[config.mk]
export PLATFORM = sky130hd
export DESIGN_NAME = c_source_token_scanner_top_flat
export DESIGN_NICKNAME = d
export VERILOG_FILES = /design/src/rtl/cts_pkg.sv /design/src/rtl/cts_in_if.sv /design/src/rtl/cts_out_if.sv /design/src/rtl/c_source_token_scanner_top.sv /design/src/flat_wrapper.sv
export SDC_FILE = /design/constraint.sdc
export NUM_CORES = 1
export LEC_CHECK = 0
export ABC_AREA = 1
export BUFFER_PORTS_ARGS = -buffer_cell sky130_fd_sc_hd__clkbuf_2
export CAP_MARGIN = 25
export CORE_MARGIN = 4
export CORE_UTILIZATION = 40
export CTS_BUF_LIST = sky130_fd_sc_hd__clkbuf_4 sky130_fd_sc_hd__clkbuf_8 sky130_fd_sc_hd__clkbuf_16
export CTS_CLUSTER_DIAMETER = 80
export DETAILED_ROUTE_END_ITERATION = 16
export PLACE_DENSITY_LB_ADDON = 0.15
export SETUP_SLACK_MARGIN = 0.5
export SYNTH_ARGS = -nofsm -noshare
export SYNTH_HDL_FRONTEND = slang
export SYNTH_SLANG_ARGS = --single-unit
[constraint.sdc]
create_clock -name clk_i -period 3.99 [get_ports clk_i]
set_clock_uncertainty 0.2 [all_clocks]
set_input_delay 0.1995 -clock clk_i [delete_from_list [all_inputs] [get_ports clk_i]]
set_output_delay 0.1995 -clock clk_i [all_outputs]
set_load 0.02 [all_outputs]
[src/rtl/cts_pkg.sv]
// ----------------------------------------------------------------------------
// cts_pkg: shared definitions for the C source token scanner
// Token kind codes, scanner modes, character classes and the keyword table.
// ----------------------------------------------------------------------------
package cts_pkg;

  localparam int unsigned MaxKeywordLength = 10;
  localparam int unsigned LineWidth        = 20;
  localparam int unsigned ColumnWidth      = 16;
  localparam int unsigned LenWidth         = 16;
  localparam int unsigned NumKeywords      = 37;
  localparam int unsigned KwSlots          = 10;

  localparam logic [6:0] KEof     = 7'd0;
  localparam logic [6:0] KIdent   = 7'd1;
  localparam logic [6:0] KKwFirst = 7'd2;
  localparam logic [6:0] KInt     = 7'd39;
  localparam logic [6:0] KFloat   = 7'd40;
  localparam logic [6:0] KString  = 7'd41;
  localparam logic [6:0] KChar    = 7'd42;
  localparam logic [6:0] KError   = 7'd43;
  localparam logic [6:0] KTilde   = 7'd44;
  localparam logic [6:0] KAssign  = 7'd45;
  localparam logic [6:0] KEq      = 7'd46;
  localparam logic [6:0] KNot     = 7'd47;
  localparam logic [6:0] KNe      = 7'd48;
  localparam logic [6:0] KLt      = 7'd49;
  localparam logic [6:0] KLe      = 7'd50;
  localparam logic [6:0] KShl     = 7'd51;
  localparam logic [6:0] KShlEq   = 7'd52;
  localparam logic [6:0] KGt      = 7'd53;
  localparam logic [6:0] KGe      = 7'd54;
  localparam logic [6:0] KShr     = 7'd55;
  localparam logic [6:0] KShrEq   = 7'd56;
  localparam logic [6:0] KAnd     = 7'd57;
  localparam logic [6:0] KLAnd    = 7'd58;
  localparam logic [6:0] KAndEq   = 7'd59;
  localparam logic [6:0] KOr      = 7'd60;
  localparam logic [6:0] KLOr     = 7'd61;
  localparam logic [6:0] KOrEq    = 7'd62;
  localparam logic [6:0] KXor     = 7'd63;
  localparam logic [6:0] KXorEq   = 7'd64;
  localparam logic [6:0] KPlus    = 7'd65;
  localparam logic [6:0] KPlusEq  = 7'd66;
  localparam logic [6:0] KMinus   = 7'd67;
  localparam logic [6:0] KMinusEq = 7'd68;
  localparam logic [6:0] KArrow   = 7'd69;
  localparam logic [6:0] KStar    = 7'd70;
  localparam logic [6:0] KStarEq  = 7'd71;
  localparam logic [6:0] KSlash   = 7'd72;
  localparam logic [6:0] KSlashEq = 7'd73;
  localparam logic [6:0] KPct     = 7'd74;
  localparam logic [6:0] KPctEq   = 7'd75;
  localparam logic [6:0] KLParen  = 7'd76;
  localparam logic [6:0] KRParen  = 7'd77;
  localparam logic [6:0] KLBrace  = 7'd78;
  localparam logic [6:0] KRBrace  = 7'd79;
  localparam logic [6:0] KLBrack  = 7'd80;
  localparam logic [6:0] KRBrack  = 7'd81;
  localparam logic [6:0] KComma   = 7'd82;
  localparam logic [6:0] KSemi    = 7'd83;
  localparam logic [6:0] KDot     = 7'd84;
  localparam logic [6:0] KEllipsis = 7'd85;
  localparam logic [6:0] KHash    = 7'd86;
  localparam logic [6:0] KColon   = 7'd87;

  localparam logic [1:0] ErrNone    = 2'd0;
  localparam logic [1:0] ErrString  = 2'd1;
  localparam logic [1:0] ErrChar    = 2'd2;
  localparam logic [1:0] ErrUnknown = 2'd3;

  typedef enum logic [4:0] {
    ModeIdle, ModeIdent, ModeZero, ModeOct, ModeOctDec, ModeHex, ModeDec, ModeFrac,
    ModeExpStart, ModeExpDig, ModeString, ModeCharOpen, ModeCharClose, ModeOp1,
    ModeOp2, ModeLineComment, ModeBlock, ModeBlockStar
  } mode_e;

  function automatic logic is_dec_digit(logic [7:0] b);
    return (b >= "0") && (b <= "9");
  endfunction

  function automatic logic is_letter(logic [7:0] b);
    return ((b >= "a") && (b <= "z")) || ((b >= "A") && (b <= "Z"));
  endfunction

  function automatic logic is_hex(logic [7:0] b);
    logic [7:0] l;
    l = b | 8'h20;
    return is_dec_digit(b) || ((l >= "a") && (l <= "f"));
  endfunction

  function automatic logic is_opchar(logic [7:0] b);
    return (b == "=") || (b == "!") || (b == "<") || (b == ">") || (b == "&") ||
           (b == "|") || (b == "^") || (b == "+") || (b == "-") || (b == "*") ||
           (b == "/") || (b == "%") || (b == ".");
  endfunction

  function automatic logic [6:0] op_single(logic [7:0] p);
    case (p)
      "=":     return KAssign;
      "!":     return KNot;
      "<":     return KLt;
      ">":     return KGt;
      "&":     return KAnd;
      "|":     return KOr;
      "^":     return KXor;
      "+":     return KPlus;
      "-":     return KMinus;
      "*":     return KStar;
      "/":     return KSlash;
      "%":     return KPct;
      default: return KDot;
    endcase
  endfunction

  // Zero means the pair does not form an operator.
  function automatic logic [6:0] op_pair(logic [7:0] p, logic [7:0] b);
    logic [6:0] k;
    k = KEof;
    if (b == "=") begin
      case (p)
        "=":     k = KEq;
        "!":     k = KNe;
        "<":     k = KLe;
        ">":     k = KGe;
        "&":     k = KAndEq;
        "|":     k = KOrEq;
        "^":     k = KXorEq;
        "+":     k = KPlusEq;
        "-":     k = KMinusEq;
        "*":     k = KStarEq;
        "/":     k = KSlashEq;
        "%":     k = KPctEq;
        default: k = KEof;
      endcase
    end else if (p == "&" && b == "&") k = KLAnd;
    else if (p == "|" && b == "|") k = KLOr;
    else if (p == "+" && b == "+") k = KPlus;
    else if (p == "-" && b == "-") k = KMinus;
    else if (p == "-" && b == ">") k = KArrow;
    return k;
  endfunction

  function automatic logic [6:0] immediate_kind(logic [7:0] b);
    case (b)
      "~":     return KTilde;
      "(":     return KLParen;
      ")":     return KRParen;
      "{":     return KLBrace;
      "}":     return KRBrace;
      "[":     return KLBrack;
      "]":     return KRBrack;
      ",":     return KComma;
      ";":     return KSemi;
      "#":     return KHash;
      ":":     return KColon;
      default: return KEof;
    endcase
  endfunction

  // Keyword text, right aligned: the first character sits in the top used byte.
  function automatic logic [8*KwSlots-1:0] kw_text(int unsigned k);
    case (k)
      0:  return "auto";
      1:  return "break";
      2:  return "case";
      3:  return "char";
      4:  return "const";
      5:  return "continue";
      6:  return "default";
      7:  return "do";
      8:  return "double";
      9:  return "else";
      10: return "enum";
      11: return "extern";
      12: return "float";
      13: return "for";
      14: return "goto";
      15: return "if";
      16: return "inline";
      17: return "int";
      18: return "long";
      19: return "register";
      20: return "restrict";
      21: return "return";
      22: return "short";
      23: return "signed";
      24: return "sizeof";
      25: return "static";
      26: return "struct";
      27: return "switch";
      28: return "typedef";
      29: return "union";
      30: return "unsigned";
      31: return "void";
      32: return "volatile";
      33: return "while";
      34: return "_Bool";
      35: return "_Complex";
      36: return "_Imaginary";
      default: return '0;
    endcase
  endfunction

  function automatic int unsigned kw_len(int unsigned k);
    logic [8*KwSlots-1:0] t;
    int unsigned l;
    t = kw_text(k);
    l = 0;
    for (int i = 0; i < KwSlots; i++) begin
      if (t[8*i +: 8] != 8'h00) l = i + 1;
    end
    return l;
  endfunction

endpackage

[src/rtl/cts_in_if.sv]
// ----------------------------------------------------------------------------
// cts_in_if: source byte channel
// Valid/ready channel carrying one source byte and the end-of-input flag.
// ----------------------------------------------------------------------------
interface cts_in_if;
  logic       valid;
  logic       ready;
  logic [7:0] source_byte;
  logic       end_of_input;

  modport source (output valid, output source_byte, output end_of_input, input ready);
  modport sink   (input valid, input source_byte, input end_of_input, output ready);
endinterface

[src/rtl/cts_out_if.sv]
// ----------------------------------------------------------------------------
// cts_out_if: token channel
// Valid/ready channel carrying one token with its position and length.
// ----------------------------------------------------------------------------
interface cts_out_if #(
  parameter int unsigned LINE_WIDTH   = cts_pkg::LineWidth,
  parameter int unsigned COLUMN_WIDTH = cts_pkg::ColumnWidth
);
  logic                    valid;
  logic                    ready;
  logic [6:0]              token_kind;
  logic [1:0]              error_kind;
  logic [LINE_WIDTH-1:0]   token_line;
  logic [COLUMN_WIDTH-1:0] start_column;
  logic [15:0]             token_length;
  logic                    last;

  modport source (output valid, output token_kind, output error_kind, output token_line,
                  output start_column, output token_length, output last, input ready);
  modport sink   (input valid, input token_kind, input error_kind, input token_line,
                  input start_column, input token_length, input last, output ready);
endinterface

[src/rtl/c_source_token_scanner_top.sv]
// ----------------------------------------------------------------------------
// c_source_token_scanner_top: C99 lexical scanner
// Turns a stream of source bytes into tokens with kind, position and length.
// ----------------------------------------------------------------------------
// Usage
//   in_i takes one source byte per transaction; end_of_input set flushes the
//   pending token and produces an end-of-file token, then the scanner returns
//   to line 1, column 1. out_o delivers tokens; last marks the final token
//   caused by one input transaction (an item causes zero to three tokens).
//   Each byte is decoded in the cycle it is accepted and its tokens appear
//   in a three-entry result buffer the next cycle.
//   Throughput: one byte per cycle while each byte causes at most one token and
//   the receiver is ready; an item with several tokens holds off further bytes
//   while the single output port drains the buffer one token per ready cycle.
//   If the receiver stalls, the buffer holds and in_i.ready drops until
//   only the last token of the buffered item is left and is being taken.
//   Reset clears the buffer and all scanner state; the keyword prefix
//   store needs no clearing.
// ----------------------------------------------------------------------------
module c_source_token_scanner_top import cts_pkg::*; #(
  parameter int unsigned MAX_KEYWORD_LENGTH = MaxKeywordLength,
  parameter int unsigned LINE_WIDTH         = LineWidth,
  parameter int unsigned COLUMN_WIDTH       = ColumnWidth
) (
  input  logic      clk_i,
  input  logic      rst_ni,
  cts_in_if.sink    in_i,
  cts_out_if.source out_o
);

  localparam int unsigned IdxW = $clog2(MAX_KEYWORD_LENGTH);
  localparam logic [LINE_WIDTH-1:0]   LineMax = '1;
  localparam logic [COLUMN_WIDTH-1:0] ColMax  = '1;
  localparam logic [LenWidth-1:0]     LenMax  = '1;

  typedef struct packed {
    logic [6:0]              kind;
    logic [1:0]              err;
    logic [LINE_WIDTH-1:0]   line;
    logic [COLUMN_WIDTH-1:0] col;
    logic [LenWidth-1:0]     len;
  } tok_t;

  mode_e                   mode_q, mode_d;
  logic [LINE_WIDTH-1:0]   line_q, line_d;
  logic [COLUMN_WIDTH-1:0] col_q, col_d;
  logic [COLUMN_WIDTH-1:0] first_q, first_d;
  logic [LenWidth-1:0]     bytes_q, bytes_d;
  logic [7:0]              pend_q, pend_d;
  logic                    float_q, float_d;
  logic                    esc_q, esc_d;
  logic [7:0]              kwp_q [MAX_KEYWORD_LENGTH];
  logic                    kwp_we;
  logic [IdxW-1:0]         kwp_idx;

  tok_t       slot_q [3];
  tok_t       res [3];
  logic [1:0] cnt_q, n;
  logic       accept, pop;
  logic [6:0] id_kind;

  assign in_i.ready = (cnt_q == 2'd0) || ((cnt_q == 2'd1) && out_o.ready);
  assign accept     = in_i.valid && in_i.ready;
  assign pop        = out_o.valid && out_o.ready;

  // Keyword lookup over the stored prefix of the current identifier.
  always_comb begin
    logic [8*KwSlots-1:0] t;
    int unsigned l;
    logic m;
    id_kind = KIdent;
    t       = '0;
    l       = 0;
    m       = 1'b0;
    if ((bytes_q <= LenWidth'(MAX_KEYWORD_LENGTH)) && (bytes_q <= LenWidth'(KwSlots))) begin
      for (int k = NumKeywords - 1; k >= 0; k--) begin
        t = kw_text(k);
        l = kw_len(k);
        m = (LenWidth'(l) == bytes_q);
        for (int i = 0; i < KwSlots; i++) begin
          if ((i < l) && (t[8*(l-1-i) +: 8] != kwp_q[IdxW'(i)])) m = 1'b0;
        end
        if (m) id_kind = KKwFirst + 7'(k);
      end
    end
  end

  always_comb begin
    logic [7:0]              b;
    logic                    fail, do_flush, do_start;
    logic [COLUMN_WIDTH-1:0] col_inc, first_inc;
    logic [LenWidth-1:0]     bytes_inc;
    logic [6:0]              k;
    b         = in_i.source_byte;
    mode_d    = mode_q;
    line_d    = line_q;
    col_d     = col_q;
    first_d   = first_q;
    bytes_d   = bytes_q;
    pend_d    = pend_q;
    float_d   = float_q;
    esc_d     = esc_q;
    kwp_we    = 1'b0;
    kwp_idx   = bytes_q[IdxW-1:0];
    res[0]    = '0;
    res[1]    = '0;
    res[2]    = '0;
    n         = 2'd0;
    fail      = 1'b0;
    do_flush  = 1'b0;
    do_start  = 1'b0;
    k         = KEof;
    col_inc   = (col_q == ColMax) ? col_q : col_q + 1'b1;
    first_inc = (first_q == ColMax) ? first_q : first_q + 1'b1;
    bytes_inc = (bytes_q == LenMax) ? bytes_q : bytes_q + 1'b1;

    if (in_i.end_of_input) begin
      do_flush = 1'b1;
    end else begin
      // every byte is absorbed exactly once, whichever token takes it
      if (b == 8'h0A) begin
        line_d = (line_q == LineMax) ? line_q : line_q + 1'b1;
        col_d  = COLUMN_WIDTH'(1);
      end else begin
        col_d  = col_inc;
      end
      bytes_d = bytes_inc;
      case (mode_q)
        ModeIdle: do_start = 1'b1;
        ModeIdent: begin
          if (is_letter(b) || is_dec_digit(b) || b == "_") begin
            kwp_we = (bytes_q < LenWidth'(MAX_KEYWORD_LENGTH));
          end else fail = 1'b1;
        end
        ModeZero, ModeOct, ModeOctDec: begin
          if (mode_q == ModeZero && (b == "x" || b == "X")) mode_d = ModeHex;
          else if (b >= "0" && b <= "7") begin
            if (mode_q == ModeZero) mode_d = ModeOct;
          end else if (b == "8" || b == "9") mode_d = ModeOctDec;
          else if (b == ".") begin
            float_d = 1'b1;
            mode_d  = ModeFrac;
          end else if (b == "e" || b == "E") begin
            float_d = 1'b1;
            mode_d  = ModeExpStart;
          end else fail = 1'b1;
        end
        ModeHex: fail = !is_hex(b);
        ModeDec: begin
          if (is_dec_digit(b)) begin
          end else if (b == ".") begin
            float_d = 1'b1;
            mode_d  = ModeFrac;
          end else if (b == "e" || b == "E") begin
            float_d = 1'b1;
            mode_d  = ModeExpStart;
          end else fail = 1'b1;
        end
        ModeFrac: begin
          if (is_dec_digit(b)) begin
          end else if (b == "e" || b == "E") begin
            float_d = 1'b1;
            mode_d  = ModeExpStart;
          end else fail = 1'b1;
        end
        ModeExpStart: begin
          if (is_dec_digit(b) || b == "+" || b == "-") mode_d = ModeExpDig;
          else fail = 1'b1;
        end
        ModeExpDig: fail = !is_dec_digit(b);
        ModeString: begin
          if (esc_q) esc_d = 1'b0;
          else if (b == "\\") esc_d = 1'b1;
          else if (b == "\"") begin
            res[n] = '{KString, ErrNone, line_q, first_q, bytes_inc};
            n      = n + 1'b1;
            mode_d = ModeIdle;
          end
        end
        ModeCharOpen: begin
          if (esc_q) begin
            esc_d  = 1'b0;
            mode_d = ModeCharClose;
          end else if (b == "\\") esc_d = 1'b1;
          else if (b == "'") begin
            res[n] = '{KChar, ErrNone, line_q, first_q, bytes_inc};
            n      = n + 1'b1;
            mode_d = ModeIdle;
          end else mode_d = ModeCharClose;
        end
        ModeCharClose: begin
          if (b == "'") begin
            res[n] = '{KChar, ErrNone, line_q, first_q, bytes_inc};
            n      = n + 1'b1;
            mode_d = ModeIdle;
          end else fail = 1'b1;
        end
        ModeOp1: begin
          k = op_pair(pend_q, b);
          if (pend_q == "/" && (b == "/" || b == "*")) begin
            mode_d = (b == "/") ? ModeLineComment : ModeBlock;
            pend_d = 8'h00;
          end else if ((pend_q == "<" || pend_q == ">" || pend_q == ".") && b == pend_q) begin
            mode_d = ModeOp2;
          end else if (k != KEof) begin
            res[n] = '{k, ErrNone, line_q, first_q, bytes_inc};
            n      = n + 1'b1;
            mode_d = ModeIdle;
            pend_d = 8'h00;
          end else fail = 1'b1;
        end
        ModeOp2: begin
          if (pend_q == "<" && b == "=") k = KShlEq;
          else if (pend_q == ">" && b == "=") k = KShrEq;
          else if (pend_q == "." && b == ".") k = KEllipsis;
          if (k != KEof) begin
            res[n] = '{k, ErrNone, line_q, first_q, bytes_inc};
            n      = n + 1'b1;
            mode_d = ModeIdle;
            pend_d = 8'h00;
          end else fail = 1'b1;
        end
        ModeLineComment: if (b == 8'h0A) mode_d = ModeIdle;
        ModeBlock:       if (b == "*") mode_d = ModeBlockStar;
        ModeBlockStar: begin
          if (b == "/") mode_d = ModeIdle;
          else if (b != "*") mode_d = ModeBlock;
        end
        default: do_start = 1'b1;
      endcase
      if (fail) begin
        do_flush = 1'b1;
        do_start = 1'b1;
      end
    end

    // Emit whatever the current mode holds; comments vanish.
    if (do_flush) begin
      case (mode_q)
        ModeIdent: begin
          res[n] = '{id_kind, ErrNone, line_q, first_q, bytes_q};
          n      = n + 1'b1;
        end
        ModeZero, ModeOct, ModeOctDec, ModeHex, ModeDec, ModeFrac, ModeExpStart,
        ModeExpDig: begin
          res[n] = '{float_q ? KFloat : KInt, ErrNone, line_q, first_q, bytes_q};
          n      = n + 1'b1;
        end
        ModeString: begin
          res[n] = '{KError, ErrString, line_q, first_q, bytes_q};
          n      = n + 1'b1;
        end
        ModeCharOpen, ModeCharClose: begin
          res[n] = '{KError, ErrChar, line_q, first_q, bytes_q};
          n      = n + 1'b1;
        end
        ModeOp1: begin
          res[n] = '{op_single(pend_q), ErrNone, line_q, first_q, bytes_q};
          n      = n + 1'b1;
        end
        ModeOp2: begin
          if (pend_q == ".") begin
            // two points without a third: two separate point tokens
            res[n] = '{KDot, ErrNone, line_q, first_q, LenWidth'(1)};
            n      = n + 1'b1;
            res[n] = '{KDot, ErrNone, line_q, first_inc, LenWidth'(1)};
            n      = n + 1'b1;
          end else begin
            res[n] = '{(pend_q == "<") ? KShl : KShr, ErrNone, line_q, first_q, bytes_q};
            n      = n + 1'b1;
          end
        end
        default: ;
      endcase
    end

    if (in_i.end_of_input) begin
      res[n]  = '{KEof, ErrNone, line_q, col_q, LenWidth'(0)};
      n       = n + 1'b1;
      mode_d  = ModeIdle;
      line_d  = LINE_WIDTH'(1);
      col_d   = COLUMN_WIDTH'(1);
      first_d = COLUMN_WIDTH'(1);
      bytes_d = '0;
      pend_d  = 8'h00;
      float_d = 1'b0;
      esc_d   = 1'b0;
    end else if (do_start) begin
      first_d = col_q;
      bytes_d = LenWidth'(1);
      float_d = 1'b0;
      esc_d   = 1'b0;
      pend_d  = 8'h00;
      mode_d  = ModeIdle;
      k       = immediate_kind(b);
      if (b == " " || b == 8'h09 || b == 8'h0A || b == 8'h0D) begin
      end else if (is_letter(b) || b == "_") begin
        mode_d  = ModeIdent;
        kwp_we  = 1'b1;
        kwp_idx = '0;
      end else if (b == "0") mode_d = ModeZero;
      else if (is_dec_digit(b)) mode_d = ModeDec;
      else if (b == "\"") mode_d = ModeString;
      else if (b == "'") mode_d = ModeCharOpen;
      else if (k != KEof) begin
        res[n] = '{k, ErrNone, line_q, col_q, LenWidth'(1)};
        n      = n + 1'b1;
      end else if (is_opchar(b)) begin
        pend_d = b;
        mode_d = ModeOp1;
      end else begin
        res[n] = '{KError, ErrUnknown, line_q, col_q, LenWidth'(1)};
        n      = n + 1'b1;
      end
    end
  end

  always_ff @(posedge clk_i or negedge rst_ni) begin
    if (!rst_ni) begin
      mode_q  <= ModeIdle;
      line_q  <= LINE_WIDTH'(1);
      col_q   <= COLUMN_WIDTH'(1);
      first_q <= COLUMN_WIDTH'(1);
      bytes_q <= '0;
      pend_q  <= 8'h00;
      float_q <= 1'b0;
      esc_q   <= 1'b0;
      cnt_q   <= 2'd0;
    end else begin
      if (accept) begin
        mode_q  <= mode_d;
        line_q  <= line_d;
        col_q   <= col_d;
        first_q <= first_d;
        bytes_q <= bytes_d;
        pend_q  <= pend_d;
        float_q <= float_d;
        esc_q   <= esc_d;
        cnt_q   <= n;
      end else if (pop) begin
        cnt_q   <= cnt_q - 1'b1;
      end
    end
  end

  always_ff @(posedge clk_i) begin
    if (accept && kwp_we) kwp_q[kwp_idx] <= in_i.source_byte;
  end

  // Result buffer: load a whole transaction's tokens, shift out one per cycle while the receiver is ready.
  always_ff @(posedge clk_i) begin
    if (accept) begin
      slot_q[0] <= res[0];
      slot_q[1] <= res[1];
      slot_q[2] <= res[2];
    end else if (pop) begin
      slot_q[0] <= slot_q[1];
      slot_q[1] <= slot_q[2];
    end
  end

  assign out_o.valid        = (cnt_q != 2'd0);
  assign out_o.token_kind   = slot_q[0].kind;
  assign out_o.error_kind   = slot_q[0].err;
  assign out_o.token_line   = slot_q[0].line;
  assign out_o.start_column = slot_q[0].col;
  assign out_o.token_length = slot_q[0].len;
  assign out_o.last         = (cnt_q == 2'd1);

  a_eof_follows: assert property (@(posedge clk_i) disable iff (!rst_ni)
    accept && in_i.end_of_input |=> out_o.valid && (cnt_q != 2'd0))
    else $error("end of input produced no token");

  a_eof_resets: assert property (@(posedge clk_i) disable iff (!rst_ni)
    accept && in_i.end_of_input |=> (line_q == LINE_WIDTH'(1)) && (col_q == COLUMN_WIDTH'(1))
      && (mode_q == ModeIdle))
    else $error("position not restored after end of input");

  a_eof_last: assert property (@(posedge clk_i) disable iff (!rst_ni)
    out_o.valid && (out_o.token_kind == KEof) |-> out_o.last)
    else $error("end-of-file token is not the final token");

  a_line_nonzero: assert property (@(posedge clk_i) disable iff (!rst_ni)
    (line_q != '0) && (col_q != '0))
    else $error("line or column counter reached zero");

endmodule

[src/flat_wrapper.sv]
// flat-port wrapper written by rule: the top's interface ports become plain ports
module c_source_token_scanner_top_flat import cts_pkg::*;
#(
  parameter int unsigned MAX_KEYWORD_LENGTH = MaxKeywordLength,
  parameter int unsigned LINE_WIDTH         = LineWidth,
  parameter int unsigned COLUMN_WIDTH       = ColumnWidth
)
  (clk_i, rst_ni, in_i_valid, in_i_source_byte, in_i_end_of_input, in_i_ready, out_o_valid, out_o_token_kind, out_o_error_kind, out_o_token_line, out_o_start_column, out_o_token_length, out_o_last, out_o_ready);
  cts_in_if in_i_i ();
  cts_out_if #(.LINE_WIDTH(LINE_WIDTH), .COLUMN_WIDTH(COLUMN_WIDTH)) out_o_i ();
  input  logic clk_i;
  input  logic rst_ni;
  input wire logic [$bits(in_i_i.valid)-1:0] in_i_valid;
  input wire logic [$bits(in_i_i.source_byte)-1:0] in_i_source_byte;
  input wire logic [$bits(in_i_i.end_of_input)-1:0] in_i_end_of_input;
  output wire logic [$bits(in_i_i.ready)-1:0] in_i_ready;
  output wire logic [$bits(out_o_i.valid)-1:0] out_o_valid;
  output wire logic [$bits(out_o_i.token_kind)-1:0] out_o_token_kind;
  output wire logic [$bits(out_o_i.error_kind)-1:0] out_o_error_kind;
  output wire logic [$bits(out_o_i.token_line)-1:0] out_o_token_line;
  output wire logic [$bits(out_o_i.start_column)-1:0] out_o_start_column;
  output wire logic [$bits(out_o_i.token_length)-1:0] out_o_token_length;
  output wire logic [$bits(out_o_i.last)-1:0] out_o_last;
  input wire logic [$bits(out_o_i.ready)-1:0] out_o_ready;
  assign in_i_i.valid = in_i_valid;
  assign in_i_i.source_byte = in_i_source_byte;
  assign in_i_i.end_of_input = in_i_end_of_input;
  assign in_i_ready = in_i_i.ready;
  assign out_o_valid = out_o_i.valid;
  assign out_o_token_kind = out_o_i.token_kind;
  assign out_o_error_kind = out_o_i.error_kind;
  assign out_o_token_line = out_o_i.token_line;
  assign out_o_start_column = out_o_i.start_column;
  assign out_o_token_length = out_o_i.token_length;
  assign out_o_last = out_o_i.last;
  assign out_o_i.ready = out_o_ready;
  c_source_token_scanner_top #(.MAX_KEYWORD_LENGTH(MAX_KEYWORD_LENGTH), .LINE_WIDTH(LINE_WIDTH), .COLUMN_WIDTH(COLUMN_WIDTH)) u_core (.clk_i(clk_i), .rst_ni(rst_ni), .in_i(in_i_i), .out_o(out_o_i));
endmodule
==> flow_summary.toml <==
[logic_synthesis]
yosysSeqAreaShare = 0.460
ys_types = 72
yosys-top-cells-count = "nand2_1, nor2_1, inv_1"
synth.avg_cell_area_um2 = 7.87
yosysTopAreaCellShare = 0.357
syn_area_um2 = 20800
synthCells = 2641
async_flop_share = 0.256
synth_flop_cell = "edfxtp_1"
yosysTopAreaCell = "edfxtp_1"
synth.area.top_cells = "edfxtp_1, dfrtp_1, nand2_1"
synth_most_common_cell = "nand2_1"
ys_ff_latch = 332
ys_warn_count = 0
synth_enable_flop_cells = 247

[layout]
diodes = 0
instances_no_fill = 3673
final_util = 0.516
layout.nets = 2988
final_area_um2 = 26500
areaGrowthSynthToFinish_pct = 27.7
drive_gt1_frac = 0.249

[place]
gp_congestion = 0.983
post_dp_cell_area_um2 = 23300
place_inst = 3520
io_buffers = 76
dp_slack_ns = -0.0434
hpwlAfterDp_um = 62100

[pwr]
leakage_nw = 10.6
ir_worst_vdd_v = 0.000500
p_total_mw = 18.2
power.density_nw_per_um2 = 685

[hold_path]
hold_class = "in -> reg"

[worst_setup_path]
cp-end-kind = "flip-flop"
critical_path_class = "reg -> reg"
required_ns = 4.10
cp.arrival_ns = 3.90
worst-r2r-setup-slack_ns = 0.20
critPathLaunchType = "flip-flop"
critPathMaxFanout = 7

[sta]
worst_slack_ns = 0.198
tightest_slew_ns = 0.969
maxSlewViolCount = 0
slew-limit-headroom = 0.350
fin_crit_ns = 3.79
rsz0062_at_grt = "true"
hold_viol = 0
fmax_ghz = 0.264
fin_crit_sh = 0.950
finalSetupViolations = 0

[global_routing]
grt_first_pass_wirelength_um = 123000
antenna_found_initial = 3
grt_use_total = 0.286
grt_start_max_net_pins = 124
grt_overflow = 0
grt_pass1_vias = 19600

[floorplanning]
dieArea_um2 = 55700
row_count = 83
initial_core_util = 0.404
die_h_um = 236
coreArea_um2 = 51400
dieWidth_um = 236
pin_count = 77

[route]
drtAntennaViolNets = 0
vias_per_cell = 5.62
wl_per_cell_um = 22.6
drcViolationCount = 0
first_pass_iters = 5
vias = 20700
drtIter0Drc = 1935
routed_wirelength_um = 83100

[job]
max_cap_viol_count = 0

[cts]
ctsHtreeMaxLevel = 2
clk_pin_slew_ns = 0.06
cts_max_path_buffers = 3
cts_tree = "done"
cts-root-buf = "clkbuf_16"
cts_buffers = 41
insertion_delay_ns = 0.58
numClockSinks = 332

[status]
outcome = "completed"
state kept, by name (all words and copies together) (netlist names), 2 cells and up:
register        count
u_core.bytes_q     16
u_core.cnt_q        2
u_core.first_q     16
u_core.col_q       16
u_core.line_q      20
u_core.kwp_q       80
u_core.slot_q     167
u_core.mode_q       5
u_core.pend_q       8
where the power goes:
part / internal (mW) / switching [mW]
combinational: 3.16 / 5.87
sequential: 4.77 / 0.323
clock: 2.45 / 1.61
total: 10.4 / 7.81
critical path, cell delays in order, from the launching register on:
cell and delay [ns]:
dfrtp_2 0.44, nor2_2 0.14, nand3_4 0.14, buf_4 0.17, nor4_4 0.20, nor2_2 0.08
nand3_2 0.10, nor2_4 0.04, nand2_1 0.09, nand2_2 0.06, nand2_2 0.07, nand2_2 0.06
nand3_2 0.08, nand2_4 0.07, ha_4 0.25, o22ai_2 0.15, nand2_2 0.09, nand2_4 0.10
ha_4 0.14, buf_4 0.16, nor2_1 0.07, inv_2 0.10, o21ai_4 0.08, buf_12 0.14
buf_16 0.14, nand3_1 0.08, a31oi_1 0.07
cells in the final DEF, fill, tap and decap left out, drive strengths merged, types with 6 or more instances in the layout:
cell and count:
nand2 506, nor2 426, inv 358, buf 301
edfxtp 247, nand3 192, nor3 145, o21ai 127
clkbuf 124, a21oi 102, dfrtp 82, nand4 70
nor4 43, a31oi 43, o22ai 38, clkinv 19
conb 15, ha 15, xor2 14, o211ai 11
a22oi 10, o31ai 10, dlygate4sd3 9, o41ai 8
a211oi 6, clkinvlp 6, bufinv 6, o2111ai 6
cells by family (layout without fill, tap and decap cells):
kind of cell | after synthesis | count (layout) | share of synthesized area
buffers and inverters | 490 | 823 | 0.103
other | 1 | 15 | 0.000180
and+or+nand+nor | 1390 | 1394 | 0.304
DFF | 332 | 332 | 0.460
adders and majority gates | 15 | 15 | 0.00903
AOI/OAI and AO/OA | 399 | 400 | 0.118
xor gates and xnor gates | 14 | 14 | 0.00590
repair_timing:
| item | in CTS | in global routing |
|---|---|---|
| endpoints found under the setup margin | 244 | 281 |
| hold buffers | 9 | 0 |
| setup buffers | 35 | 26 |
| pin swaps | 22 | 72 |
| cloned | 4 | 3 |
| resized for setup | 40 | 216 |
| endpoints found under the hold margin | 109 | 0 |
cell type report:
type / instances / area, um2
Fill cell: 4992 / 24900
Clock inverter: 27 / 358
Multi-Input combinational cell: 1838 / 10200
Timing Repair Buffer: 385 / 3010
Inverter: 361 / 1410
Clock buffer: 49 / 1130
Tap cell: 680 / 851
Sequential cell: 332 / 9550
Timing Repair inverter: 1 / 7.51
metal layers:
metal / global-route usage / routed length (um) / up-vias
li1: - / - / 9647
met1: 0.408 / 36700 / 10000
met2: 0.451 / 37800 / 823
met3: 0.0456 / 5820 / 161
met4: 0.0835 / 2720 / 6
met5: 0 / 33 / -
stage by stage:
step	hold slack [ns]	setup TNS [ns]
2_1_floorplan	-0.296	0
3_3_place_gp	0.151	-0.164
3_5_place_dp	0.159	-0.141
4_1_cts	0.00114	0
5_1_grt	0.0160	0
6_report	0.0236	0
path summary, 6_finish.rpt:
kind | start | cells past startpoint | to
max | u_core.pend_q[7] | 26 | u_core.slot_q[0][86]
min | in_i_source_byte[1] | 2 | u_core.kwp_q[4][1]
max reg2reg | u_core.pend_q[7] | 26 | u_core.slot_q[0][86]
min reg2reg | u_core.slot_q[0][105] | 2 | u_core.slot_q[0][44]
max in group asynchronous | rst_ni | 3 | u_core.bytes_q[9]
min in group asynchronous | rst_ni | 2 | u_core.pend_q[4]
(Power assumes the default switching activity.)
